[src/rtl/idsc_pkg.sv]
// Shared types, constants and the sRGB-to-linear table for the image
// difference statistics core. No dependencies.
`timescale 1ns / 1ps
`default_nettype none
package idsc_pkg;

  // result kinds
  localparam logic [1:0] KIND_DIFF    = 2'd0;
  localparam logic [1:0] KIND_SUMMARY = 2'd1;
  localparam logic [1:0] KIND_VERDICT = 2'd2;

  // configuration register indexes
  localparam logic [2:0] REG_MODE      = 3'd0;
  localparam logic [2:0] REG_TOL_RED   = 3'd1;
  localparam logic [2:0] REG_TOL_GREEN = 3'd2;
  localparam logic [2:0] REG_TOL_BLUE  = 3'd3;
  localparam logic [2:0] REG_TOL_ALPHA = 3'd4;
  localparam logic [2:0] REG_RMSE      = 3'd5;
  localparam logic [2:0] REG_PERCEPT   = 3'd6;

  // compare modes
  localparam logic [1:0] MODE_EXACT     = 2'd0;
  localparam logic [1:0] MODE_TOLERANCE = 2'd1;
  localparam logic [1:0] MODE_RMSE      = 2'd2;
  localparam logic [1:0] MODE_PERCEPT   = 2'd3;

  // job numbers of the final pass: 0..3 channels, then overall, then luma
  localparam logic [2:0] JOB_OVERALL = 3'd4;
  localparam logic [2:0] JOB_LUMA    = 3'd5;

  localparam int RadW  = 56;  // divider dividend / root radicand width
  localparam int RootW = 28;
  localparam int CfgW  = 17;

  localparam logic [15:0] W_RED   = 16'd13933;
  localparam logic [15:0] W_GREEN = 16'd46871;
  localparam logic [15:0] W_BLUE  = 16'd4732;

  typedef struct packed {
    logic [7:0] ref_red;
    logic [7:0] ref_green;
    logic [7:0] ref_blue;
    logic [7:0] ref_alpha;
    logic [7:0] act_red;
    logic [7:0] act_green;
    logic [7:0] act_blue;
    logic [7:0] act_alpha;
    logic       last_pixel;
  } pix_in_t;

  typedef struct packed {
    logic [1:0]  result_kind;
    logic [7:0]  diff_red;
    logic [7:0]  diff_green;
    logic [7:0]  diff_blue;
    logic [1:0]  channel_number;
    logic [7:0]  max_error;
    logic [15:0] channel_rms;
    logic [15:0] overall_rms;
    logic [16:0] luma_error;
    logic [20:0] differing_count;
    logic        matches_res;
    logic        last_result;
  } res_out_t;

  // controller -> datapath
  typedef struct packed {
    logic       capture;
    logic       mul;
    logic       luma;
    logic       acc;
    logic       div_go;
    logic       sqrt_go;
    logic       keep;
    logic       emit;
    logic [2:0] job;
  } cmd_t;

  // datapath -> controller
  typedef struct packed {
    logic out_free;
    logic div_done;
    logic sqrt_done;
    logic last;
  } sts_t;

  typedef logic [15:0] lin_tab_t [256];

  // UQ0.16 linear value of an sRGB byte, round half up, saturated
  function automatic lin_tab_t build_lin();
    lin_tab_t t;
    real      x;
    int       v;
    for (int n = 0; n < 256; n++) begin
      if (n <= 10) begin
        v = (655360 * n + 16473) / 32946;
      end else begin
        x = (1000.0 * n + 14025.0) / 269025.0;
        x = (x ** 2.4) * 65536.0 + 0.5;
        v = $rtoi(x);
      end
      if (v > 65535) v = 65535;
      t[n] = v[15:0];
    end
    return t;
  endfunction

  localparam lin_tab_t LIN_TABLE = build_lin();

endpackage
`default_nettype wire

[src/rtl/idsc_ctrl.sv]
// Controller: steps each pixel through the datapath and sequences the
// end-of-image divide, root and result emission. Depends on idsc_pkg.
`timescale 1ns / 1ps
`default_nettype none
module idsc_ctrl (
  input  wire logic            clk_i,
  input  wire logic            rst_ni,
  input  wire logic            in_valid_i,
  output logic                 in_ready_o,
  output idsc_pkg::cmd_t       cmd_o,
  input  wire idsc_pkg::sts_t  sts_i
);
  import idsc_pkg::*;

  typedef enum logic [3:0] {
    S_IDLE, S_MUL, S_LUMA, S_ACC, S_DIV_GO, S_DIV_WAIT, S_SQ_GO, S_SQ_WAIT, S_EMIT
  } state_e;

  state_e     state_q;
  logic [2:0] job_q;

  always_comb begin
    in_ready_o    = (state_q == S_IDLE);
    cmd_o         = '0;
    cmd_o.job     = job_q;
    cmd_o.capture = (state_q == S_IDLE) && in_valid_i;
    cmd_o.mul     = (state_q == S_MUL);
    cmd_o.luma    = (state_q == S_LUMA);
    cmd_o.acc     = (state_q == S_ACC) && sts_i.out_free;
    cmd_o.div_go  = (state_q == S_DIV_GO);
    cmd_o.sqrt_go = (state_q == S_SQ_GO);
    cmd_o.keep    = (state_q == S_SQ_WAIT) && sts_i.sqrt_done;
    cmd_o.emit    = (state_q == S_EMIT) && sts_i.out_free;
  end

  always_ff @(posedge clk_i or negedge rst_ni) begin
    if (!rst_ni) begin
      state_q <= S_IDLE;
      job_q   <= '0;
    end else begin
      unique case (state_q)
        S_IDLE:   if (in_valid_i) state_q <= S_MUL;
        S_MUL:    state_q <= S_LUMA;
        S_LUMA:   state_q <= S_ACC;
        S_ACC: begin
          if (sts_i.out_free) begin
            job_q   <= '0;
            state_q <= sts_i.last ? S_DIV_GO : S_IDLE;
          end
        end
        S_DIV_GO:   state_q <= S_DIV_WAIT;
        S_DIV_WAIT: if (sts_i.div_done) state_q <= S_SQ_GO;
        S_SQ_GO:    state_q <= S_SQ_WAIT;
        S_SQ_WAIT: begin
          if (sts_i.sqrt_done) begin
            if (job_q == JOB_LUMA) begin
              job_q   <= '0;
              state_q <= S_EMIT;
            end else begin
              job_q   <= job_q + 1'b1;
              state_q <= S_DIV_GO;
            end
          end
        end
        S_EMIT: begin
          if (sts_i.out_free) begin
            if (job_q == JOB_OVERALL) begin
              job_q   <= '0;
              state_q <= S_IDLE;
            end else begin
              job_q <= job_q + 1'b1;
            end
          end
        end
        default: state_q <= S_IDLE;
      endcase
    end
  end
endmodule
`default_nettype wire

[config.mk]
export PLATFORM = sky130hd
export DESIGN_NAME = idsc_ctrl
export DESIGN_NICKNAME = d
export VERILOG_FILES = /design/src/rtl/idsc_pkg.sv /design/src/rtl/idsc_ctrl.sv
export SDC_FILE = /design/constraint.sdc
export NUM_CORES = 1
export LEC_CHECK = 0
export BUFFER_PORTS_ARGS = -buffer_cell sky130_fd_sc_hd__buf_2
export CAP_MARGIN = 15
export CORE_MARGIN = 3
export CORE_UTILIZATION = 34
export CTS_CLUSTER_SIZE = 28
export DETAILED_ROUTE_END_ITERATION = 16
export GPL_TIMING_DRIVEN = 0
export SKIP_CTS_REPAIR_TIMING = 1
export SYNTH_ARGS = -nofsm -noshare
export SYNTH_HDL_FRONTEND = slang
export SYNTH_SLANG_ARGS = --single-unit
export TNS_END_PERCENT = 100
[constraint.sdc]
create_clock -name clk_i -period 2.1 [get_ports clk_i]
set_input_delay 0.315 -clock clk_i [delete_from_list [all_inputs] [get_ports clk_i]]
set_output_delay 0.315 -clock clk_i [all_outputs]
set_load 0.005 [all_outputs]
==> flow_summary_export.csv <==
group,metric,value,unit
pwr,ir_drop,710,uV
clock_tree,cts_tree,"built",
place,dpl_cell_area,673,um2
yosys,synth_warnings,0,
sta,drv_slew,0,
sta,clock_skew,0.00827,ns
floorplan,coreArea,1520,um2
clock_tree,clock_latency,0.26,ns
layout,drive_gt1_share,35.7,%
sta,setup_ws,0.241,ns
clock_tree,clockBufferDepth,2,
place,gp_congestion,0.725,
place,io_buffers,18,
grt,grt_pass1_vias,436,
layout,final_util,46.6,%
layout,final_common_cell,"buf_2",
status,status,"complete, no violations",
grt,grt_pass1_wl,1940,um
layout,final_cell_mix,"18 x buf_2, 7 x dfrtp_1, 6 x inv_1, 6 x nor2_1",
routing,first_iter_violations,8,
worst_hold_path,hold_class,"in -> reg",
yosys,synth_xor_area_share,0,%
place,dpl.hpwl,922,um
yosys,synth.cell_area,563,um2
sta,fmaxAchievable,538,MHz
critical_path,critPathLaunchType,"flop",
clock_tree,cts-buffers-inserted,3,
routing,drc,0,
yosys,ys_seq_area_share,31.1,%
critical_path,cp.required,1.78,ns
yosys,synth_compound_area_share,22.4,%
floorplan,rows,14,
pwr,powerDensity,1230,nW/um2
grt,track_usage,13.1,%
floorplan,start_util,36.9,%
layout,final_area,709,um2
sta,rsz0062_at_grt,"false",
yosys,ys.flop_type,"dfrtp_1",
job,cap_violations,0,
yosys,synth_cell_types,31,
pwr,total_leakage_power,0.349,nW
yosys,ys_seq_elements,7,
sta,period_share,88.5,%
floorplan,io_pins,19,
critical_path,crit_type,"reg -> out",
routing,routed_wl,1220,um
floorplan,die_h,46.7,um
yosys,synth_edf_count,0,
grt,antenna_found_initial,0,
clock_tree,clock-sinks,7,
critical_path,crit_fanout,10,
yosys,synth_fp_nets,71,
layout,nFillCells,154,
sta,finalHoldViolations,0,
place,pre_cts_slack,0.269,ns
layout,n_antenna_cell,0,
layout,syn_to_final_growth,26.0,%
routing,vias,530,
yosys,syn_inst,61,
sta,min_period,1.86,ns
sta,fin_setup_tns,0,ns
yosys,synth_async_sr_flop_share,100,%
yosys,synth_top_family_by_area,"simple AND/OR/NAND/NOR gates",
grt,gr-total-overflow,0,
layout,nNetsFinal,95,
sta,setup_violations,0,
routing,wl_per_cell,12.2,um
yosys,avgSynthCellArea,9.23,um2
yosys,post_synth_and_or_nand_nor_area_fraction,24.0,%
sta,slew_headroom,73.5,%
critical_path,cp-end-kind,"output port",
yosys,synthMuxAreaShare,4.44,%
clock_tree,cts-root-buf,"clkbuf_4",
routing,ant_nets,0,
sta,timing.hold.ws,0.378,ns
sta,worst_pin_slew,0.397,ns
grt,grt_max_degree,11,
critical_path,arrival,1.54,ns
clock_tree,h-tree-depth,1,
clock_tree,clkTransAtPathRegs,0.05,ns
floorplan,die-area,2180,um2
floorplan,fp.dieW,46.7,um
routing,firstDrtPassIters,4,
routing,viasPerCell,5.30,
yosys,synth_fa_ha_area_share,6.67,%
[critical path, cell delays in order, from the launching register on]
cell     delay [ns]
dfrtp_1        0.36
buf_6          0.14
or4b_4         0.57
nor2_1         0.10
buf_2          0.11
[where the power goes]
group,leakage (nW),switching (mW),internal [mW]
sequential,0.0858,0.0563,0.186
clock,0.0150,0.0523,0.0727
combinational,0.248,0.263,0.243
[metrics by stage]
step | std cells | power [mW]
floorplan | 61 | 0.610
global placement | 95 | 0.751
detailed placement | 95 | 0.751
CTS | 99 | 0.879
global route | 100 | 0.958
finish | 100 | 0.873
[area by class of cell]
class	instances	area [um2]	share of cell area, %
buffer	4	41.3	5.82
tap	16	20.0	2.82
clock buffer	4	26.3	3.70
timing repair buffer	19	100	14.1
inverter	6	22.5	3.17
sequential	7	175	24.7
multi-input combinational	44	324	45.7
[final timing paths]
| path | depth (start not counted) | from | end | slack (ns) |
|---|---|---|---|---|
| max | 4 | state_q[1] | cmd_o[3] | 0.24 |
| min | 3 | sts_i[1] | state_q[3] | 0.38 |
| max reg2reg | 5 | state_q[1] | state_q[0] | 0.27 |
| min reg2reg | 2 | job_q[1] | job_q[1] | 0.64 |
| max in group asynchronous | 2 | rst_ni | state_q[1] | 1.54 |
| min in group asynchronous | 2 | rst_ni | job_q[0] | 0.41 |
[flip-flops by register name (all words and copies together) (netlist names)]
signal / count
state_q: 4
job_q: 3
[logic make-up after synthesis]
logic type,count (synthesis)
adders and majority gates,3
muxes,2
DFF,7
buffers and inverters,10
and+or+nand+nor,23
AOI/OAI and AO/OA,16
[layer usage]
| metal | track usage, % | wire length, um | up-vias |
|---|---|---|---|
| li1 | - | - | 273 |
| met4 | 6.63 | 17 | 0 |
| met1 | 16.8 | 564 | 235 |
| met5 | 0 | 0 | - |
| met2 | 19.2 | 534 | 19 |
| met3 | 4.69 | 105 | 3 |
[cells in the mapped netlist (2+ instances only)]
library cell | instances | share of area, %
a21oi_1 | 2 | 1.8
buf_6 | 3 | 6.0
dfrtp_1 | 7 | 31
ha_1 | 3 | 6.7
inv_1 | 6 | 4.0
nand2_1 | 2 | 1.3
nor2_1 | 6 | 4.0
nor3_1 | 4 | 3.6
nor4_1 | 2 | 2.2
o211ai_1 | 3 | 4.0
o21ai_0 | 3 | 2.7
Power figures use the tool's default switching activity.
